==> src/mg3_pkg.sv <==
// shared constants, types and helpers for the 3x3 morphological gradient
package mg3_pkg;

   localparam int PIX_W        = 8;
   localparam int LINE_DEPTH   = 256;
   localparam int COL_W        = $clog2(LINE_DEPTH);
   localparam int ROW_W        = 10;
   localparam int WIDTH_REG_W  = 9;
   localparam int HEIGHT_REG_W = 10;
   localparam int CSR_DATA_W   = 10;
   localparam int RSP_DATA_W   = 32;

   localparam logic [WIDTH_REG_W-1:0]  WIDTH_RESET  = 9'd160;
   localparam logic [WIDTH_REG_W-1:0]  WIDTH_MIN    = 9'd3;
   localparam logic [WIDTH_REG_W-1:0]  WIDTH_MAX    = WIDTH_REG_W'(LINE_DEPTH);
   localparam logic [HEIGHT_REG_W-1:0] HEIGHT_RESET = 10'd120;
   localparam logic [HEIGHT_REG_W-1:0] HEIGHT_MIN   = 10'd3;

   typedef enum logic {
      CSR_IMAGE_WIDTH  = 1'b0,
      CSR_IMAGE_HEIGHT = 1'b1
   } csr_index_type;

   typedef logic [PIX_W-1:0] pixel_type;

   // position of one pixel in the frame, as seen when it is taken in
   typedef struct packed {
      logic [COL_W-1:0] col;
      logic [ROW_W-1:0] row;
      logic             last;
      logic             interior;
   } pos_type;

   function automatic pixel_type pix_max(input pixel_type a, input pixel_type b);
      return (a > b) ? a : b;
   endfunction

   function automatic pixel_type pix_min(input pixel_type a, input pixel_type b);
      return (a < b) ? a : b;
   endfunction

endpackage

==> src/mg3_line_store.sv <==
// two row buffers with one write and one registered read per cycle
module mg3_line_store import mg3_pkg::*; (
   input  logic             clock,
   input  logic             rd_en,
   input  logic [COL_W-1:0] rd_addr,
   input  logic             wr_en,
   input  logic [COL_W-1:0] wr_addr,
   input  pixel_type        wr_upper,
   input  pixel_type        wr_middle,
   output pixel_type        rd_upper,
   output pixel_type        rd_middle
);

   pixel_type upper_mem [LINE_DEPTH];
   pixel_type middle_mem [LINE_DEPTH];
   pixel_type rd_upper_ff, rd_middle_ff;

   always_ff @(posedge clock) begin
      if (wr_en) begin
         upper_mem[wr_addr]  <= wr_upper;
         middle_mem[wr_addr] <= wr_middle;
      end
      if (rd_en) begin
         rd_upper_ff  <= upper_mem[rd_addr];
         rd_middle_ff <= middle_mem[rd_addr];
      end
   end

   assign rd_upper  = rd_upper_ff;
   assign rd_middle = rd_middle_ff;

endmodule

==> config.mk <==
export PLATFORM = sky130hd
export DESIGN_NAME = mg3_line_store
export DESIGN_NICKNAME = d
export VERILOG_FILES = /design/src/mg3_pkg.sv /design/src/mg3_line_store.sv
export SDC_FILE = /design/constraint.sdc
export NUM_CORES = 2
export LEC_CHECK = 0
export BUFFER_PORTS_ARGS = -buffer_cell sky130_fd_sc_hd__buf_2
export CORE_ASPECT_RATIO = 1.4
export CORE_MARGIN = 2
export CORE_UTILIZATION = 30
export DETAILED_ROUTE_END_ITERATION = 16
export GPL_TIMING_DRIVEN = 0
export MAX_ROUTING_LAYER = met4
export SYNTH_ARGS = -nofsm -noshare
export SYNTH_HDL_FRONTEND = slang
export SYNTH_SLANG_ARGS = --single-unit
==> constraint.sdc <==
create_clock -name clock -period 7.6 [get_ports clock]
set_input_delay 1.52 -clock clock [delete_from_list [all_inputs] [get_ports clock]]
set_output_delay 1.52 -clock clock [all_outputs]
set_load 0.005 [all_outputs]
==> metrics <==
max_cap viols=23; share of layout cells above drive strength 1=27.27%; relative slew slack=-8.086%; Critical Path Slowest Stage Cell=nor4_1; clock transition at the registers of the reported paths=60 ps; GPL Wtd Cong=1.038; Netlist Area Pre-Place=158700 um2; H-tree depth=5; # IOs=51; Starting DRT DRC Count=13790; DRC viols=0; Final nets=8028; violations in the final reports=max-capacitance violations, max-slew violations, negative setup slack; PwrDens=254.4 nW/um2; Synth Warn #=0; Post-synth ARST share=0%; placed cells=14620; wirelength, routed=623300 um; Post-synth EDFFs=4112; syn_nets=7321; initial antenna violation count=50; synthesized area per cell=21.79 um2; Syn Inst Count=7286; Via density=5.614; critical path required time=8160 ps; area added between synthesis and finish=17.12%; die area=535100 um2; DR WL/cell=40.70 um; Setup violations, final=2; min-delay worst type=input port to flip-flop; post-DP HPWL=444000 um; Startpoint Class=input port; Initial DRT Pass Iterations=9; reg2reg setup slack=2690 ps; CP max FO=10; Main synth FF type=edfxtp_1; post-route clock skew=67.01 ps; # port buffers=49; CP Data Arrival Time=8270 ps; via count=85970; run status=finished, violations left; post-CTS resize count=0; FP Rows=316; Worst path top cell family by delay=buffers and inverters; crit path buf inv count=5; vias in the first global route=84230; unrepaired setup endpoints after global routing=no; f_max=129.7 MHz; # hold bufs at CTS=0; Skew-Pair Late Insertion Delay=960 ps; Setup Buffers After CTS=0; Num CTS Buffers=371; global-route wire length before repair=803300 um; Lkg Pwr=57.43 nW; Final Hold Viols=0; die outline height=864.7 um; placed inst area=173800 um2; Finished Layout Cells=15310; Synth Register Bits=4112; CTS max path bufs=4; setup ws final=-110.7 ps; largest net degree at the start of global routing=145; clock sink count=4112; Synth cell types=61; Slew Limit Fails=154; sequential share of the synthesized area=77.78%; CORE AREA=527800 um2; Remaining Overflow, GRT=0; post-layout min period=7711 ps; clock root cell=clkbuf_16; Initial Utilization=30.08%; Worst-Margin Slew=1617 ps; Tcrit/Tclk final=101.5%; final instance area=185900 um2; post-route ant nets=0; Die X=618.8 um; Total GRT Usage=23.44%; Critical Path, Cell by Cell=buf_2 -> clkbuf_1 -> buf_2 -> clkbuf_2 -> clkbuf_1 -> a21oi_1 -> o21ai_0 -> nand4_1 -> nor4_1; CP Capture Type=flip-flop; Setup CP Type=input port to flip-flop; peak supply drop=183.9 uV; CTS tree=built; worst stage delay on the critical path=1370 ps
[logic make-up after synthesis]
kind of cell,count (synthesis),synth area share (%)
mux,1332,15.01
compound gates,797,3.606
simple gates,601,1.765
buf+inv,444,1.836
flops,4112,77.78
[final timing paths]
check | from | to | cells after the start
worst max-delay path | rd_addr[2] | rd_upper[0]$_DFFE_PP_ | 9
worst min register to register | upper_mem[200][4]$_DFFE_PP_ | rd_upper[4]$_DFFE_PP_ | 6
worst max register to register | upper_mem[218][7]$_DFFE_PP_ | rd_upper[7]$_DFFE_PP_ | 6
worst min-delay path | wr_upper[6] | upper_mem[189][6]$_DFFE_PP_ | 1
[where the power goes]
part / total [mW] / switching [mW] / internal, mW / leakage (nW)
registers: 25.0 / 0.0148 / 25.0 / 37.0
logic: 3.16 / 2.32 / 0.836 / 14.6
clock network: 19.1 / 8.57 / 10.6 / 5.86
total: 47.3 / 10.9 / 36.4 / 57.4
[cell type report]
class	count	area [um2]
fill	48300	341900
antenna	33	82.58
timing repair buffer	334	5459
clock inverter	232	2292
multi-input combinational	2730	33170
clock buffer	433	9687
tap	6996	8753
inverter	3	11.26
buffer	441	2989
sequential	4112	123500
[synth_stat cells, drive strengths merged (35+ instances only)]
master  instances  share of area (%)
a21oi         119               0.38
a221oi         36               0.20
a22o           50               0.28
a22oi          88               0.42
buf           241                1.3
clkbuf        199               0.50
edfxtp       4112                 78
mux2i         495                3.1
mux4          836                 12
nand2          77               0.18
nand2b         35               0.14
nor2          283               0.67
nor3           66               0.21
nor4           49               0.19
o21ai          70               0.22
o221ai        150               0.83
o22ai         168               0.66
[state kept, by name, summed over array words and instances, names as in the netlist]
register    cells
middle_mem   2048
upper_mem    2048
rd_upper        8
rd_middle       8
[worst register-to-register path, stage by stage (launching register included)]
cell and delay (ps):
edfxtp_1 320, mux2i_1 70, o22ai_1 700, o22ai_1 280, nor4_1 1110, nand4_1 690, nor4_1 1350
[cell usage in the layout, fill, tap and decap left out, types with 41 or more instances in the layout]
master,Yosys,routed
o221ai_1,150,150
clkbuf_1,193,194
clkinv_1,0,87
clkbuf_16,0,379
mux4_2,827,827
buf_6,52,57
clkinv_2,0,69
bufinv_16,0,42
a22o_1,50,50
buf_8,26,226
buf_4,35,49
mux2i_1,495,495
nor3_1,66,60
nand2_1,77,77
a21oi_1,119,119
nor4_1,49,41
a22oi_1,88,88
clkbuf_2,0,54
o21ai_0,63,62
nor2_2,1,243
o22ai_1,168,168
buf_16,0,67
edfxtp_1,4112,4112
buf_2,77,126
[stage by stage]
stage	utilization (%)	hold slack [ps]	setup TNS, ps	power, mW	setup slack (ps)
6_report	35.22	799.4	-179.3	47.30	-110.7
5_1_grt	35.22	779.5	0	48.12	375.7
4_1_cts	35.20	736.8	0	47.27	377.9
3_5_place_dp	32.93	1217	-3913	28.57	-594.2
3_3_place_gp	31.78	1205	-10720	28.53	-1272
2_1_floorplan	-	944.7	0	26.72	3790
[metal layers]
layer,share of wire [%],global-route usage [%]
met1,32,24.42
met4,11,20.87
met5,0,-
met2,48,37.52
met3,8.9,4.926
Note: power is estimated with default switching activity, not from simulation.
