$ cat config.mk
export PLATFORM = sky130hd
export DESIGN_NAME = mg3_window
export DESIGN_NICKNAME = d
export VERILOG_FILES = /design/src/mg3_pkg.sv /design/src/mg3_window.sv
export SDC_FILE = /design/constraint.sdc
export NUM_CORES = 1
export LEC_CHECK = 0
export BUFFER_PORTS_ARGS = -buffer_cell sky130_fd_sc_hd__buf_2
export CAP_MARGIN = 20
export CORE_UTILIZATION = 65
export CTS_CLUSTER_DIAMETER = 40
export DETAILED_ROUTE_END_ITERATION = 8
export HOLD_SLACK_MARGIN = 0.1
export PLACE_DENSITY = 0.95
export SYNTH_ARGS = -nofsm -noshare
export SYNTH_HDL_FRONTEND = slang
export SYNTH_SLANG_ARGS = --single-unit
$ cat constraint.sdc
create_clock -name clock -period 29.3 [get_ports clock]
set_input_delay 2.93 -clock clock [delete_from_list [all_inputs] [get_ports clock]]
set_output_delay 2.93 -clock clock [all_outputs]
set_load 0.02 [all_outputs]
$ cat src/mg3_pkg.sv
// shared constants, types and helpers for the 3x3 morphological gradient
package mg3_pkg;

   localparam int PIX_W        = 8;
   localparam int LINE_DEPTH   = 256;
   localparam int COL_W        = $clog2(LINE_DEPTH);
   localparam int ROW_W        = 10;
   localparam int WIDTH_REG_W  = 9;
   localparam int HEIGHT_REG_W = 10;
   localparam int CSR_DATA_W   = 10;
   localparam int RSP_DATA_W   = 32;

   localparam logic [WIDTH_REG_W-1:0]  WIDTH_RESET  = 9'd160;
   localparam logic [WIDTH_REG_W-1:0]  WIDTH_MIN    = 9'd3;
   localparam logic [WIDTH_REG_W-1:0]  WIDTH_MAX    = WIDTH_REG_W'(LINE_DEPTH);
   localparam logic [HEIGHT_REG_W-1:0] HEIGHT_RESET = 10'd120;
   localparam logic [HEIGHT_REG_W-1:0] HEIGHT_MIN   = 10'd3;

   typedef enum logic {
      CSR_IMAGE_WIDTH  = 1'b0,
      CSR_IMAGE_HEIGHT = 1'b1
   } csr_index_type;

   typedef logic [PIX_W-1:0] pixel_type;

   // position of one pixel in the frame, as seen when it is taken in
   typedef struct packed {
      logic [COL_W-1:0] col;
      logic [ROW_W-1:0] row;
      logic             last;
      logic             interior;
   } pos_type;

   function automatic pixel_type pix_max(input pixel_type a, input pixel_type b);
      return (a > b) ? a : b;
   endfunction

   function automatic pixel_type pix_min(input pixel_type a, input pixel_type b);
      return (a < b) ? a : b;
   endfunction

endpackage

$ cat src/mg3_window.sv
// 3x3 window columns and max-minus-min tree
module mg3_window import mg3_pkg::*; (
   input  logic      clock,
   input  logic      reset,
   input  logic      shift,
   input  pixel_type top,
   input  pixel_type mid,
   input  pixel_type pix,
   output pixel_type gradient
);

   pixel_type win_ff [6];
   pixel_type v [9];
   pixel_type hi_a [4], lo_a [4], hi_b [2], lo_b [2], hi_c, lo_c, hi, lo;

   always_comb begin
      for (int k = 0; k < 6; k++) v[k] = win_ff[k];
      v[6] = top;
      v[7] = mid;
      v[8] = pix;

      for (int k = 0; k < 4; k++) begin
         hi_a[k] = pix_max(v[2*k], v[2*k+1]);
         lo_a[k] = pix_min(v[2*k], v[2*k+1]);
      end
      for (int k = 0; k < 2; k++) begin
         hi_b[k] = pix_max(hi_a[2*k], hi_a[2*k+1]);
         lo_b[k] = pix_min(lo_a[2*k], lo_a[2*k+1]);
      end
      hi_c = pix_max(hi_b[0], hi_b[1]);
      lo_c = pix_min(lo_b[0], lo_b[1]);
      hi   = pix_max(hi_c, v[8]);
      lo   = pix_min(lo_c, v[8]);
      gradient = hi - lo;
   end

   always_ff @(posedge clock) begin
      if (reset) begin
         for (int k = 0; k < 6; k++) win_ff[k] <= '0;
      end else if (shift) begin
         for (int k = 0; k < 3; k++) win_ff[k] <= win_ff[k+3];
         win_ff[3] <= top;
         win_ff[4] <= mid;
         win_ff[5] <= pix;
      end
   end

endmodule

==> reports/qor.txt <==
Status = complete, no violations
Clock Pin Slew Worst Setup and Hold Paths = 0.10 ns
Antenna Cells = 0
Final Util = 0.7291
DRT antenna net count = 0
Reg2Reg Depth = 1
LEAKAGE = 3.171 nW
Syn_area_per_cell = 9.005 um2
Layout cell share with drive strength beyond 1 = 0.1329
Routed WL = 15.40 mm
Clk_lat worst skew = 0.32 ns
CTS H-tree lvls = 2
Unique masters post-synth = 69
Final Cycle Share = 0.4996
GP Congestion = 1.047
Crit end category = output pin
Sequential area share after synthesis = 0.2386
Critical Path RT = 26.37 ns
Row count = 34
Detailed Place HPWL = 12.58 mm
Drt wl/cell = 19.06 um
FMAX = 68.32 MHz
Initial Utilization = 0.6828
Root Buffer = clkbuf_8
Reg2reg setup slack = 28.34 ns
CP max FO = 17
Area growth from synthesis to layout = 6.772%
Clock Path Buffers = 2
Pin count of the biggest net entering global routing = 49
TritonCTS Sinks = 48
Unrepaired setup endpoints after global routing = false
Final hold vios = 0
Max Cap Viol = 0
Total grt overflow = 0
Drt drc = 0
Pwr Density = 109.3 nW/um2
Max Slew Vio Count = 0
R2r startpoint = win_ff[4][5]
Worst vdd ir = 0.2309 mV
Highest-delay cell along the critical path = a221oi_4
Synth top area cells = edfxtp_1, ha_1, mux2i_1
Crit path top cell by count = o21ai_0
Post-Syn Area = 6042 um2
Total negative slack = 0 ns
Top-area cell type share of the netlist area = 0.2386
Initial DRT Pass Iterations = 5
Worst hold path cell count = 1
Max FFs per register = 48
Post-layout net count = 824
Largest reg by FF count = win_ff
Worst Hold Class = reg -> reg
Slew headroom = 0.3871
Area of the die = 9685 um2
Initial DRC Count = 480
Post-CTS resize count = 0
Top Registers = win_ff (48)
Hold EP = win_ff[2][2]
Asr flop ratio synth = 0
Max stage delay on crit path = 0.67 ns
Post-Synthesis Cells = 671
Inserted Clock Buffers = 5
Finished Cell Area = 6451 um2
Primary FF master, synth = edfxtp_1
FF-to-FF End = win_ff[1][5]
CP bufs+invs = 6
Vias in the first global route = 5151
Initial antenna violation count = 0
Post-CTS Hold Fix Bufs = 0
# IOs = 35
Stages on the worst setup path = 47
Finish-stage setup viols = 0
Die Width = 98.41 um
Ys Warns = 0
Hold wc startpoint = win_ff[5][2]
GRT Util Overall = 0.3271
Crit path launch type = input pin
Total number of vias = 5176
Synth area leader = edfxtp_1
Post-synth EDFFs = 48
Arrival @ worst endpoint = 11.71 ns
Commonest non-fill, non-tap cell in the layout = ha_1
CTS tree = done
Worst Skew = 0.002252 ns
Port bufs = 34
Core box area = 8848 um2
Minimum clock period = 14.64 ns
Post-DR vias/cell = 6.406
Post-Syn Nets = 796
Slew @ Worst Pin = 0.9174 ns
Synthesis-stage register bit count = 48
Critical path class = in -> out
DIE HEIGHT = 98.41 um
Placed Area = 6294 um2
First-pass GRT wire length = 24.81 mm
Postcts setup bufs = 0
Gate family responsible for the most delay along the worst path = compound AO/OA/AOI/OAI gates
Most frequent cells in the layout = ha_1, inv_1, mux2i_1, and2_1, a21oi_1
## metal layers
metal / vias to the layer above / part of all wire / track usage
met4: 0 / 0.039 / 0.1596
met2: 260 / 0.48 / 0.5460
met1: 2387 / 0.41 / 0.4275
met3: 51 / 0.074 / 0.03191
met5: - / 0 / 0
li1: 2478 / - / -
## kinds of logic after synthesis
group	count (synthesis)	share of synthesized area
AO/OA/AOI/OAI	152	0.1781
XOR/XNOR	6	0.008699
adder cells (fa/ha/maj)	98	0.2042
buffers and inverters	101	0.06523
flip-flops	48	0.2386
multiplexers	82	0.1402
AND/OR/NAND/NOR	184	0.1650
## how the worst max path moves through the flow
stage                      start     endpoint
after floorplan           mid[1]  gradient[7]
after global placement    mid[1]  gradient[7]
after detailed placement  mid[1]  gradient[7]
after CTS                 mid[1]  gradient[7]
after global routing      mid[5]  gradient[7]
final                     mid[5]  gradient[7]
## where the power goes
part | internal (W) | switching (W) | total [W]
combinational | 0.000232 | 0.000325 | 0.000557
clock | 0.0000344 | 0.0000268 | 0.0000612
sequential | 0.0000813 | 0.00000600 | 0.0000873
## cell type report
type	count	area [um2]
Clock buffer	5	68.82
Clock inverter	3	68.82
Multi-Input combinational cell	522	4209
Timing Repair Buffer	38	212.7
Sequential cell	48	1441
Inverter	84	315.3
Fill cell	636	2397
Tap cell	108	135.1
## per-stage QoR
stage	hold WS (ns)	setup slack (ns)	total power (W)	cells
after floorplan	0.5429	15.67	0.0005059	671
after global placement	0.5706	15.16	0.0006191	799
after detailed placement	0.5743	14.88	0.0006372	799
after CTS	0.5979	14.83	0.0006993	807
after global routing	0.6568	13.99	0.0007622	808
final	0.6024	14.66	0.0007052	808
## synth_stat cells, drive strengths merged, types with 3 or more instances
library cell	instances
nor2b	10
o21ai	31
nor2	46
a21o	14
nand4	10
o21bai	4
buf	7
a21oi	52
ha	97
a31o	4
or2	3
and2	53
nand2	25
o211ai	4
mux2i	67
a31oi	3
clkbuf	10
and4	6
xor2	3
nand2b	8
o21a	8
a211o	4
nand3	17
inv	84
mux2	15
xnor2	3
edfxtp	48
a211oi	5
(Power assumes the default switching activity.)
