File: src/mg3_pkg.sv
// shared constants, types and helpers for the 3x3 morphological gradient
package mg3_pkg;

   localparam int PIX_W        = 8;
   localparam int LINE_DEPTH   = 256;
   localparam int COL_W        = $clog2(LINE_DEPTH);
   localparam int ROW_W        = 10;
   localparam int WIDTH_REG_W  = 9;
   localparam int HEIGHT_REG_W = 10;
   localparam int CSR_DATA_W   = 10;
   localparam int RSP_DATA_W   = 32;

   localparam logic [WIDTH_REG_W-1:0]  WIDTH_RESET  = 9'd160;
   localparam logic [WIDTH_REG_W-1:0]  WIDTH_MIN    = 9'd3;
   localparam logic [WIDTH_REG_W-1:0]  WIDTH_MAX    = WIDTH_REG_W'(LINE_DEPTH);
   localparam logic [HEIGHT_REG_W-1:0] HEIGHT_RESET = 10'd120;
   localparam logic [HEIGHT_REG_W-1:0] HEIGHT_MIN   = 10'd3;

   typedef enum logic {
      CSR_IMAGE_WIDTH  = 1'b0,
      CSR_IMAGE_HEIGHT = 1'b1
   } csr_index_type;

   typedef logic [PIX_W-1:0] pixel_type;

   // position of one pixel in the frame, as seen when it is taken in
   typedef struct packed {
      logic [COL_W-1:0] col;
      logic [ROW_W-1:0] row;
      logic             last;
      logic             interior;
   } pos_type;

   function automatic pixel_type pix_max(input pixel_type a, input pixel_type b);
      return (a > b) ? a : b;
   endfunction

   function automatic pixel_type pix_min(input pixel_type a, input pixel_type b);
      return (a < b) ? a : b;
   endfunction

endpackage

File: src/mg3_position.sv
// column and row tracker with frame wrap and start-of-frame restart
module mg3_position import mg3_pkg::*; (
   input  logic                    clock,
   input  logic                    reset,
   input  logic                    advance,
   input  logic                    sof,
   input  logic [WIDTH_REG_W-1:0]  image_width,
   input  logic [HEIGHT_REG_W-1:0] image_height,
   output pos_type                 pos
);

   logic [COL_W-1:0]        col_pos_ff, col_pos_in;
   logic [ROW_W-1:0]        row_pos_ff, row_pos_in;
   logic [WIDTH_REG_W-1:0]  w;
   logic [HEIGHT_REG_W-1:0] h;
   logic [COL_W-1:0]        col_s, col_c;
   logic [ROW_W-1:0]        row_s, row_c;
   logic [WIDTH_REG_W-1:0]  col_next;
   logic [ROW_W:0]          row_next;

   always_comb begin
      // clamp the registers into the usable range
      w = image_width;
      if (w < WIDTH_MIN) w = WIDTH_MIN;
      if (w > WIDTH_MAX) w = WIDTH_MAX;
      h = image_height;
      if (h < HEIGHT_MIN) h = HEIGHT_MIN;

      col_s = sof ? '0 : col_pos_ff;
      row_s = sof ? '0 : row_pos_ff;

      // position may lie beyond a freshly shrunk width or height
      col_c = col_s;
      row_c = row_s;
      if ({1'b0, col_s} >= w) begin
         col_c = '0;
         row_c = row_s + 1'b1;
      end
      if (row_c >= h) row_c = '0;

      col_next = {1'b0, col_c} + 1'b1;
      row_next = {1'b0, row_c} + 1'b1;
      if (col_next >= w) begin
         col_pos_in = '0;
         row_pos_in = (row_next >= {1'b0, h}) ? '0 : row_next[ROW_W-1:0];
      end else begin
         col_pos_in = col_next[COL_W-1:0];
         row_pos_in = row_c;
      end

      pos.col      = col_c;
      pos.row      = row_c;
      pos.last     = ({1'b0, col_c} == w - 1'b1) && (row_c == h - 1'b1);
      pos.interior = (col_c >= COL_W'(2)) && (row_c >= ROW_W'(2));
   end

   always_ff @(posedge clock) begin
      if (reset) begin
         col_pos_ff <= '0;
         row_pos_ff <= '0;
      end else if (advance) begin
         col_pos_ff <= col_pos_in;
         row_pos_ff <= row_pos_in;
      end
   end

endmodule

File: config.mk
export PLATFORM = sky130hd
export DESIGN_NAME = mg3_position
export DESIGN_NICKNAME = d
export VERILOG_FILES = /design/src/mg3_pkg.sv /design/src/mg3_position.sv
export SDC_FILE = /design/constraint.sdc
export NUM_CORES = 1
export LEC_CHECK = 0
export BUFFER_PORTS_ARGS = -buffer_cell sky130_fd_sc_hd__buf_4
export CAP_MARGIN = 20
export CORE_MARGIN = 2
export CORE_UTILIZATION = 60
export CTS_BUF_LIST = sky130_fd_sc_hd__clkbuf_16
export DETAILED_ROUTE_END_ITERATION = 7
export GPL_TIMING_DRIVEN = 0
export PLACE_DENSITY = 0.82
export SETUP_SLACK_MARGIN = 0.5
export SLEW_MARGIN = 20
export SYNTH_ARGS = -nofsm -noshare
export SYNTH_HDL_FRONTEND = slang
export SYNTH_SLANG_ARGS = --single-unit
File: constraint.sdc
create_clock -name clock -period 21.2 [get_ports clock]
set_clock_uncertainty 0.05 [all_clocks]
set_input_delay 4.24 -clock clock [delete_from_list [all_inputs] [get_ports clock]]
set_output_delay 4.24 -clock clock [all_outputs]
set_load 0.005 [all_outputs]
==> impl_metrics.json, run 1 <==
{
  "status": "completed",
  "cts_max_path_buffers": 2,
  "io_buffer_count": 37,
  "post_cts_buffers": 0,
  "vias_per_cell": 6.453,
  "grt_overflow": 0,
  "async_flop_share_pct": 0,
  "peakVddDrop_uv": 54.75,
  "grt_pass1_vias": 3387,
  "synth_area_leaders": "ha_1 (17%), dfxtp_1 (11%), xnor2_1 (6.8%)",
  "clkPwrFrac_pct": 31.8,
  "setup_ws_ns": 6.143,
  "fillers": 468,
  "multi_input_area_um2": 2664,
  "ys_seq_elements": 18,
  "maxCapViolations": 0,
  "place.gp.congestion": 0.9593,
  "die_area_um2": 5959,
  "cts_tree": "yes",
  "share_comb_of_total_power_pct": 37.2,
  "grt_start_max_net_pins": 11,
  "crit_type": "input port to output port",
  "fin_crit_sh_pct": 71.03,
  "p_sw_uw": 41.09,
  "intPower_uw": 78.31,
  "syn_avg_cell_area_um2": 7.143,
  "preCtsSetupSlack_ns": 6.414,
  "layout.nets": 559,
  "initial_core_util_pct": 62.54,
  "cts_resized": 0,
  "area_growth_pct": 13.97,
  "rsz0062_at_grt": "no",
  "post-route-min-period_ns": 15.06,
  "worstMarginPinSlew_ns": 0.8737,
  "drt_iter0_drc": 253,
  "drt_pre_antenna_iters": 5,
  "core_area_um2": 5140,
  "clock-sinks": 18,
  "cp.arrival_ns": 10.77,
  "end_kind": "output port",
  "highest_layer": "met4",
  "antenna_found_initial": 0,
  "drive_gt1_share_pct": 12.42,
  "synthTopCellsByCount": "ha_1 (44), nand2_1 (41), a21oi_1 (34)",
  "power_density_nw_per_um2": 32.59,
  "hold_path.class": "flop to flop",
  "swShare_pct": 34.41,
  "drc": 0,
  "drtAntennaViolNets": 0,
  "track_usage_pct": 33.05,
  "hpwlAfterDp_mm": 7.682,
  "power_frac_seq_pct": 31.0,
  "antenna_cells": 0,
  "dr_total_vias": 3620,
  "clk_pin_slew_ns": 0.05,
  "relSlewSlack_pct": 41.65,
  "required_ns": 16.91,
  "grt_pass1_wl_mm": 16.22,
  "yosys.area.top_type": "ha_1",
  "synth.distinct_cells": 72,
  "startpoint_type": "input port",
  "wl_per_cell_um": 17.52,
  "wl_met1_mm": 4.196,
  "synth.most_common_cell": "ha_1",
  "synth_top_flop_cell": "dfxtp_1",
  "yosysWarningCount": 0,
  "synth_nets": 517,
  "timing.hold.ws_ns": 0.4363,
  "cts-root-buf": "clkbuf_16",
  "setup_viol": 0,
  "seq_area_um2": 360.3,
  "max_freq_mhz": 66.41,
  "wl_met2_mm": 4.731,
  "syn_inst": 450,
  "crit_fanout": 10,
  "finalInstanceArea_um2": 3664,
  "clk-insertion-delay-late_ns": 0.25,
  "wl_met3_um": 602,
  "io_pins": 43,
  "htree_num_levels": 1,
  "ys_seq_area_share_pct": 11.21,
  "maxSlewViolCount": 0,
  "syn-cell-area_um2": 3214,
  "cts_hold_repair.buffers": 0,
  "hold_violations": 0,
  "routed_wirelength_mm": 9.831,
  "power_leakage_uw": 0.001626,
  "cts-buffers-inserted": 3,
  "rows": 26,
  "die_h_um": 77.20,
  "yosysTopAreaCellShare_pct": 17.13,
  "synth-edff-count": 0,
  "placed_area_um2": 3585,
  "final.setup.tns_ns": 0,
  "chipWidth_um": 77.20
}
==> cells in the final DEF, fill, tap and decap left out, types with 3 or more instances in the layout <==
master,Yosys,routed
a21o_1,9,9
clkbuf_1,13,13
mux2i_1,3,3
a21oi_1,34,34
nand4_1,6,6
nor2_1,32,32
nor4_1,10,10
ha_1,44,44
o211a_1,4,4
o21a_1,3,3
and4_1,3,3
buf_1,4,4
nor2b_1,12,12
buf_2,3,3
o22ai_1,3,3
inv_1,28,28
nand3_1,19,19
nand2_1,41,41
dfxtp_1,18,18
a311oi_1,5,5
and3_1,3,3
buf_4,0,37
xnor2_1,25,25
o21ai_0,18,18
nor3_1,15,15
or4_1,5,5
a211oi_1,4,3
clkbuf_16,0,3
and2_1,3,3
o31ai_1,6,6
xor2_1,5,5
or3_1,4,4
nand2b_1,18,18
==> through the flow <==
| step | cells | total power (uW) | utilization [%] |
|---|---|---|---|
| 2_1_floorplan | 450 | 66.49 | - |
| 3_3_place_gp | 557 | 79.28 | 69.64 |
| 3_5_place_dp | 557 | 80.84 | 69.74 |
| 4_1_cts | 561 | 118.0 | 71.28 |
| 5_1_grt | 561 | 126.1 | 71.28 |
| 6_report | 561 | 119.4 | 71.28 |
==> power by group through the flow <==
stage	combinational, uW	sequential, uW	clock (uW)
after detailed placement	43.3	37.6	0
after CTS	43.6	36.9	37.5
after floorplan	29.4	37.1	0
final	44.5	37.0	37.9
after global routing	49.5	37.1	39.5
after global placement	41.8	37.5	0
==> logic make-up after synthesis <==
group / count (synthesis) / share of synthesized area, %
simple gates: 186 / 30.87
compound gates: 115 / 24.56
buf+inv: 51 / 6.072
fa+ha+maj: 44 / 17.13
xor+xnor: 30 / 8.174
flops: 18 / 11.21
mux: 6 / 1.985
==> final cells by class <==
type / count / area share [%]
multi-input combinational: 381 / 72.71
sequential: 18 / 9.836
timing repair buffer: 37 / 7.582
inverter: 31 / 3.176
tap: 70 / 2.391
buffer: 20 / 2.152
clock buffer: 3 / 2.049
clock inverter: 1 / 0.1025
==> path summary, 6_finish.rpt <==
kind | startpoint | to | slack (ns) | depth (start not counted)
max | sof | pos[1] | 6.14 | 23
min | col_pos_ff[2] | col_pos_ff[2] | 0.44 | 2
max reg2reg | col_pos_ff[7] | row_pos_ff[5] | 13.10 | 27
min reg2reg | col_pos_ff[2] | col_pos_ff[2] | 0.44 | 2
==> registers in the layout (all words and copies together), names as in the netlist <==
name	count
col_pos_ff	8
row_pos_ff	10
==> worst max-delay path, cell delays in order <==
cell and delay (ns):
clkbuf_1 0.32, clkinv_1 0.41, nand2_1 0.25, inv_1 0.18
ha_1 0.32, nand3_1 0.11, o221ai_1 0.21, a21oi_1 0.58
buf_2 0.36, nor2_1 0.20, xnor2_1 0.28, ha_1 0.26
nand2b_1 0.14, a2111oi_0 0.56, o211ai_1 0.22, clkbuf_1 0.28
nor2_1 0.51, ha_1 0.24, nand3_1 0.06, or4b_1 0.47
nor4_1 0.25, and4_1 0.21, buf_4 0.11
==> per-layer routing <==
layer  vias up  GRT usage (%)
li1       1739              -
met1      1677          41.76
met2       173          57.91
met3        31          3.294
met4         0          11.96
met5         -              0
(Power assumes the default switching activity.)
==> run 2: changes to the inputs <==
--- a/config.mk
+++ b/config.mk
@@ -5,6 +5,7 @@
 export SDC_FILE = /design/constraint.sdc
 export NUM_CORES = 1
 export LEC_CHECK = 0
+export ABC_AREA = 1
 export BUFFER_PORTS_ARGS = -buffer_cell sky130_fd_sc_hd__buf_4
 export CAP_MARGIN = 20
 export CORE_MARGIN = 2
@@ -12,7 +13,7 @@
 export CTS_BUF_LIST = sky130_fd_sc_hd__clkbuf_16
 export DETAILED_ROUTE_END_ITERATION = 7
 export GPL_TIMING_DRIVEN = 0
-export PLACE_DENSITY = 0.82
+export PLACE_DENSITY = 0.81
 export SETUP_SLACK_MARGIN = 0.5
 export SLEW_MARGIN = 20
 export SYNTH_ARGS = -nofsm -noshare
==> constraint.sdc (replaced) <==
create_clock -name clock -period 15.4 [get_ports clock]
set_clock_uncertainty 0.05 [all_clocks]
set_input_delay 3.08 -clock clock [delete_from_list [all_inputs] [get_ports clock]]
set_output_delay 3.08 -clock clock [all_outputs]
set_load 0.005 [all_outputs]
==> run 2 against run 1 <==
Compared with the run above: clock power grew 32%; sequential share of layout area shrank 0.67 points; cell count grew 29%; worst setup slack lost 2.2 ns; routed wire length grew 4.0%; highest routed layer unchanged.
==> impl_metrics.json, run 2 <==
{
  "status": "completed",
  "crit_family": "simple AND/OR/NAND/NOR gates",
  "clk_pin_slew_ns": 0.05,
  "post-route-util_pct": 70.96,
  "clock-sinks": 18,
  "grt_start_max_net_pins": 11,
  "cts_hold_repair.buffers": 0,
  "required_ns": 12.27,
  "grt_pass1_vias": 3625,
  "cp_slowest_stage_delay_ns": 0.44,
  "seq_area_um2": 360.3,
  "yosysTopAreaCellShare_pct": 18.04,
  "final.setup.tns_ns": 0,
  "die_area_um2": 6381,
  "r2r_slack_ns": 9.23,
  "max_freq_mhz": 87.01,
  "cp.arrival_ns": 8.36,
  "drtAntennaViolNets": 0,
  "cp_slowest_cell": "ha_1",
  "crit_type": "input port to output port",
  "synth_top_flop_cell": "dfxtp_1",
  "wl_per_cell_um": 14.17,
  "synthTopCellsByCount": "nand2_1 (166), inv_1 (98), nor2_1 (82)",
  "r2r-end": "row_pos_ff[4]",
  "fin_crit_sh_pct": 74.63,
  "maxSlewViolCount": 0,
  "rsz0062_at_grt": "no",
  "ys_seq_elements": 18,
  "track_usage_pct": 32.86,
  "yosys.area.top_type": "nand2_1",
  "synth_nets": 672,
  "antenna_found_initial": 0,
  "whs_path_depth": 2,
  "rows": 27,
  "crit_fanout": 10,
  "top_register": "row_pos_ff",
  "synth.most_common_cell": "nand2_1",
  "final_cell_mix": "nand2_1 (166), inv_1 (98), nor2_1 (82), ha_1 (44), buf_4 (41)",
  "end_kind": "output port",
  "routed_wirelength_mm": 10.23,
  "preCtsSetupSlack_ns": 4.031,
  "drt_pre_antenna_iters": 5,
  "startpoint_type": "input port",
  "post_cts_buffers": 0,
  "setup_ws_ns": 3.907,
  "ys_seq_area_share_pct": 10.43,
  "hpwlAfterDp_mm": 8.654,
  "cts-root-buf": "clkbuf_16",
  "multi_input_area_um2": 2648,
  "relSlewSlack_pct": 39.43,
  "cts-buffers-inserted": 3,
  "core_area_um2": 5540,
  "fillers": 517,
  "reg_top3": "row_pos_ff x10, col_pos_ff x8",
  "r2r_cells": 36,
  "hold_path_end": "col_pos_ff[6]",
  "synth_area_leaders": "nand2_1 (18%), ha_1 (16%), inv_1 (11%)",
  "yosysWarningCount": 0,
  "layout.nets": 718,
  "area_growth_pct": 13.80,
  "grt_overflow": 0,
  "cts_resized": 0,
  "io_pins": 43,
  "worstReg2RegStart": "col_pos_ff[2]",
  "async_flop_share_pct": 0,
  "syn_avg_cell_area_um2": 5.710,
  "htree_num_levels": 1,
  "clk-insertion-delay-late_ns": 0.24,
  "layout_commonest_cell": "nand2_1",
  "cts_tree": "yes",
  "power_density_nw_per_um2": 49.03,
  "power_leakage_uw": 0.002216,
  "hold_path.class": "flop to flop",
  "min_from": "col_pos_ff[6]",
  "setup_viol": 0,
  "syn-cell-area_um2": 3455,
  "io_buffer_count": 41,
  "worst-path-buf-inv": 5,
  "drc": 0,
  "peakVddDrop_uv": 84.47,
  "drive_gt1_share_pct": 11.85,
  "chipWidth_um": 79.88,
  "timing.hold.ws_ns": 0.4158,
  "synth.distinct_cells": 40,
  "die_h_um": 79.88,
  "hold_violations": 0,
  "syn_inst": 605,
  "initial_core_util_pct": 62.35,
  "grt_pass1_wl_mm": 16.82,
  "post-route-min-period_ns": 11.49,
  "maxCapViolations": 0,
  "antenna_cells": 0,
  "drt_iter0_drc": 279,
  "place.gp.congestion": 0.9607,
  "worstMarginPinSlew_ns": 0.8991,
  "place_inst": 718,
  "largest_register_ffs": 10,
  "fin_cells": 722,
  "vias_per_cell": 5.553,
  "synth-edff-count": 0,
  "dr_total_vias": 4009,
  "cts_max_path_buffers": 2
}
[run 2: per-stage QoR]
step | power, uW | cell area, um2
6_report | 192.8 | 3931
3_5_place_dp | 140.7 | 3852
2_1_floorplan | 112.3 | 3455
5_1_grt | 206.7 | 3931
3_3_place_gp | 138.6 | 3852
4_1_cts | 191.4 | 3931
[run 2: worst max path at each step]
stage | from | end | depth (start not counted)
2_1_floorplan | image_width[6] | pos[1] | 28
3_3_place_gp | image_width[6] | pos[1] | 30
3_5_place_dp | image_width[6] | pos[1] | 30
4_1_cts | image_width[6] | pos[1] | 30
5_1_grt | image_width[6] | pos[1] | 31
6_report | image_width[6] | pos[1] | 30
[run 2: layout make-up]
cell class	count	area share (%)
inverter	110	10.57
multi-input combinational	471	67.35
clock buffer	3	1.910
tap	72	2.292
sequential	18	9.166
timing repair buffer	41	7.829
buffer	6	0.7957
clock inverter	1	0.09548
[run 2: power breakdown]
group	total (uW)	switching [uW]	internal [uW]
Sequential	49.5	1.05	48.5
Clock	50.2	15.8	34.4
Combinational	93.0	60.4	32.6
Total	193	77.2	116
[run 2: metal layers]
layer	track usage, %	routed length (um)	vias up
met5	0	0	-
met4	5.932	151	0
met3	2.489	721	14
met2	52.42	4411	150
met1	48.47	4944	1803
li1	-	-	2042
[run 2: logic make-up after synthesis]
| kind of cell | synth area share [%] |
|---|---|
| AND/OR/NAND/NOR | 44.08 |
| buffers and inverters | 12.93 |
| AO/OA/AOI/OAI | 10.54 |
| adder cells (fa/ha/maj) | 15.94 |
| XOR/XNOR | 6.085 |
| flip-flops | 10.43 |
[run 2: worst reg2reg max path: cells and delay by family, from the launching register on]
family | cells | cell delay, ns
adder cells (fa/ha/maj) | 4 | 1.12
XOR/XNOR | 1 | 0.37
flip-flops | 1 | 0.33
AO/OA/AOI/OAI | 4 | 0.59
buffers and inverters | 6 | 0.59
AND/OR/NAND/NOR | 21 | 3.05
==> run 3: changes to the inputs <==
--- a/config.mk
+++ b/config.mk
@@ -5,7 +5,7 @@
 export SDC_FILE = /design/constraint.sdc
 export NUM_CORES = 1
 export LEC_CHECK = 0
-export ABC_AREA = 1
+export ABC_AREA = 0
 export BUFFER_PORTS_ARGS = -buffer_cell sky130_fd_sc_hd__buf_4
 export CAP_MARGIN = 20
 export CORE_MARGIN = 2
@@ -13,7 +13,7 @@
 export CTS_BUF_LIST = sky130_fd_sc_hd__clkbuf_16
 export DETAILED_ROUTE_END_ITERATION = 7
 export GPL_TIMING_DRIVEN = 0
-export PLACE_DENSITY = 0.81
+export PLACE_DENSITY = 0.82
 export SETUP_SLACK_MARGIN = 0.5
 export SLEW_MARGIN = 20
 export SYNTH_ARGS = -nofsm -noshare
==> constraint.sdc (replaced) <==
create_clock -name clock -period 11.88 [get_ports clock]
set_clock_uncertainty 0.05 [all_clocks]
set_input_delay 2.376 -clock clock [delete_from_list [all_inputs] [get_ports clock]]
set_output_delay 2.376 -clock clock [all_outputs]
set_load 0.005 [all_outputs]
==> run 3 against run 2 <==
Compared with the run above: utilization is 0.56 points higher; sequential cell count unchanged; sequential power is 33% higher; combinational power is 14% lower; total power grew 11%; count of clock-buffer cells in the layout unchanged; critical path depth fell by 7; cell count is 22% lower; register-to-register slack worse by 5.1 ns; sequential share of layout area rose by 0.64 points; die area decreased by 6.6%; non-clock buffer count rose by 10; critical path type unchanged; critical endpoint unchanged.
==> impl_metrics.json, run 3 (synthesized netlist as in run 1, its figures left out) <==
{
  "status": "completed",
  "drc": 0,
  "fin_cells": 561,
  "crit_fanout": 10,
  "clk-insertion-delay-late_ns": 0.25,
  "end_kind": "output port",
  "worstMarginPinSlew_ns": 0.8904,
  "timing.hold.ws_ns": 0.4338,
  "post-route-min-period_ns": 10.94,
  "track_usage_pct": 33.05,
  "place_inst": 557,
  "min_from": "col_pos_ff[2]",
  "cp.arrival_ns": 8.52,
  "r2r_slack_ns": 4.15,
  "grt_pass1_vias": 3387,
  "power_density_nw_per_um2": 58.07,
  "fin_crit_sh_pct": 92.11,
  "clock-sinks": 18,
  "rsz0062_at_grt": "no",
  "io_pins": 43,
  "power_leakage_uw": 0.001625,
  "largest_register_ffs": 10,
  "crit_type": "input port to output port",
  "post_cts_buffers": 0,
  "hpwlAfterDp_mm": 7.682,
  "required_ns": 9.45,
  "grt_overflow": 0,
  "top_register": "row_pos_ff",
  "fillers": 463,
  "cts-root-buf": "clkbuf_16",
  "cts_max_path_buffers": 2,
  "initial_core_util_pct": 62.54,
  "whs_path_depth": 2,
  "maxCapViolations": 0,
  "vias_per_cell": 6.501,
  "routed_wirelength_mm": 9.819,
  "worstReg2RegStart": "col_pos_ff[7]",
  "dr_total_vias": 3647,
  "grt_start_max_net_pins": 11,
  "drtAntennaViolNets": 0,
  "drive_gt1_share_pct": 13.24,
  "max_freq_mhz": 91.38,
  "htree_num_levels": 1,
  "peakVddDrop_uv": 97.61,
  "grt_pass1_wl_mm": 16.22,
  "layout.nets": 559,
  "drt_pre_antenna_iters": 7,
  "antenna_cells": 0,
  "layout_commonest_cell": "ha_1",
  "die_area_um2": 5959,
  "setup_viol": 0,
  "io_buffer_count": 37,
  "r2r-end": "row_pos_ff[5]",
  "final_cell_mix": "ha_1 (44), nand2_1 (41), buf_4 (37), a21oi_1 (33), nor2_1 (31)",
  "preCtsSetupSlack_ns": 0.8219,
  "setup_ws_ns": 0.9372,
  "reg_top3": "row_pos_ff x10, col_pos_ff x8",
  "maxSlewViolCount": 0,
  "hold_path_end": "col_pos_ff[2]",
  "r2r_cells": 27,
  "antenna_found_initial": 0,
  "cts_tree": "yes",
  "hold_violations": 0,
  "clk_pin_slew_ns": 0.05,
  "area_growth_pct": 14.36,
  "place.gp.congestion": 0.9593,
  "chipWidth_um": 77.20,
  "cts-buffers-inserted": 3,
  "hold_path.class": "flop to flop",
  "rows": 26,
  "startpoint_type": "input port",
  "final.setup.tns_ns": 0,
  "die_h_um": 77.20,
  "wl_per_cell_um": 17.50,
  "core_area_um2": 5140,
  "drt_iter0_drc": 282,
  "relSlewSlack_pct": 40.53
}
## run 3: critical path, cell delays in order
cell,delay (ns)
clkbuf_1,0.36
clkinvlp_4,0.37
nand2_1,0.21
inv_1,0.17
ha_1,0.31
nand3_1,0.10
o221ai_1,0.34
a21oi_2,0.15
buf_2,0.23
nor2_1,0.47
xnor2_1,0.20
ha_1,0.31
nand2b_1,0.13
a2111oi_0,0.57
o211ai_1,0.22
clkbuf_1,0.29
nor2_2,0.38
ha_1,0.21
nand3_1,0.06
or4b_1,0.46
nor4_1,0.25
and4_1,0.21
buf_4,0.10
## run 3: power by group
part	internal [uW]	switching, uW
Sequential	62.7	3.33
Combinational	32.5	47.5
Clock	44.7	22.7
## run 3: worst max path at each step
| stage | cells past startpoint | start | endpoint | slack (ns) |
|---|---|---|---|---|
| 2_1_floorplan | 23 | image_width[4] | pos[1] | 2.12 |
| 3_3_place_gp | 23 | sof | pos[1] | 0.91 |
| 6_report | 23 | sof | pos[1] | 0.94 |
| 3_5_place_dp | 23 | sof | pos[1] | 0.82 |
| 5_1_grt | 23 | sof | pos[1] | 0.53 |
| 4_1_cts | 23 | sof | pos[1] | 0.77 |
## run 3: per-stage QoR
step / power, uW / utilization (%) / instance area, um2
floorplan: 118.7 / - / 3214
global placement: 141.5 / 69.64 / 3580
detailed placement: 144.3 / 69.74 / 3585
CTS: 210.6 / 71.28 / 3664
global route: 225.5 / 71.52 / 3676
finish: 213.5 / 71.52 / 3676
## run 3: area by class of cell
class | count | area [um2] | area share [%]
buffer | 20 | 78.83 | 2.144
clock buffer | 3 | 75.07 | 2.042
clock inverter | 1 | 3.754 | 0.1021
inverter | 31 | 120.1 | 3.268
multi-input combinational | 381 | 2673 | 72.70
sequential | 18 | 360.3 | 9.803
tap | 70 | 87.58 | 2.383
timing repair buffer | 37 | 277.8 | 7.556
## run 3: metal layers
metal | global-route usage (%) | routed length, um
met1 | 41.76 | 4212
met2 | 57.91 | 4700
met3 | 3.294 | 589
met4 | 11.96 | 316
met5 | 0 | 0
## run 3: what timing repair did
action                                  in CTS  in global routing
gates resized for setup                      0                  4
hold buffers                                 0                  0
endpoints found under the setup margin       0                  1
endpoints found under the hold margin        0                  0
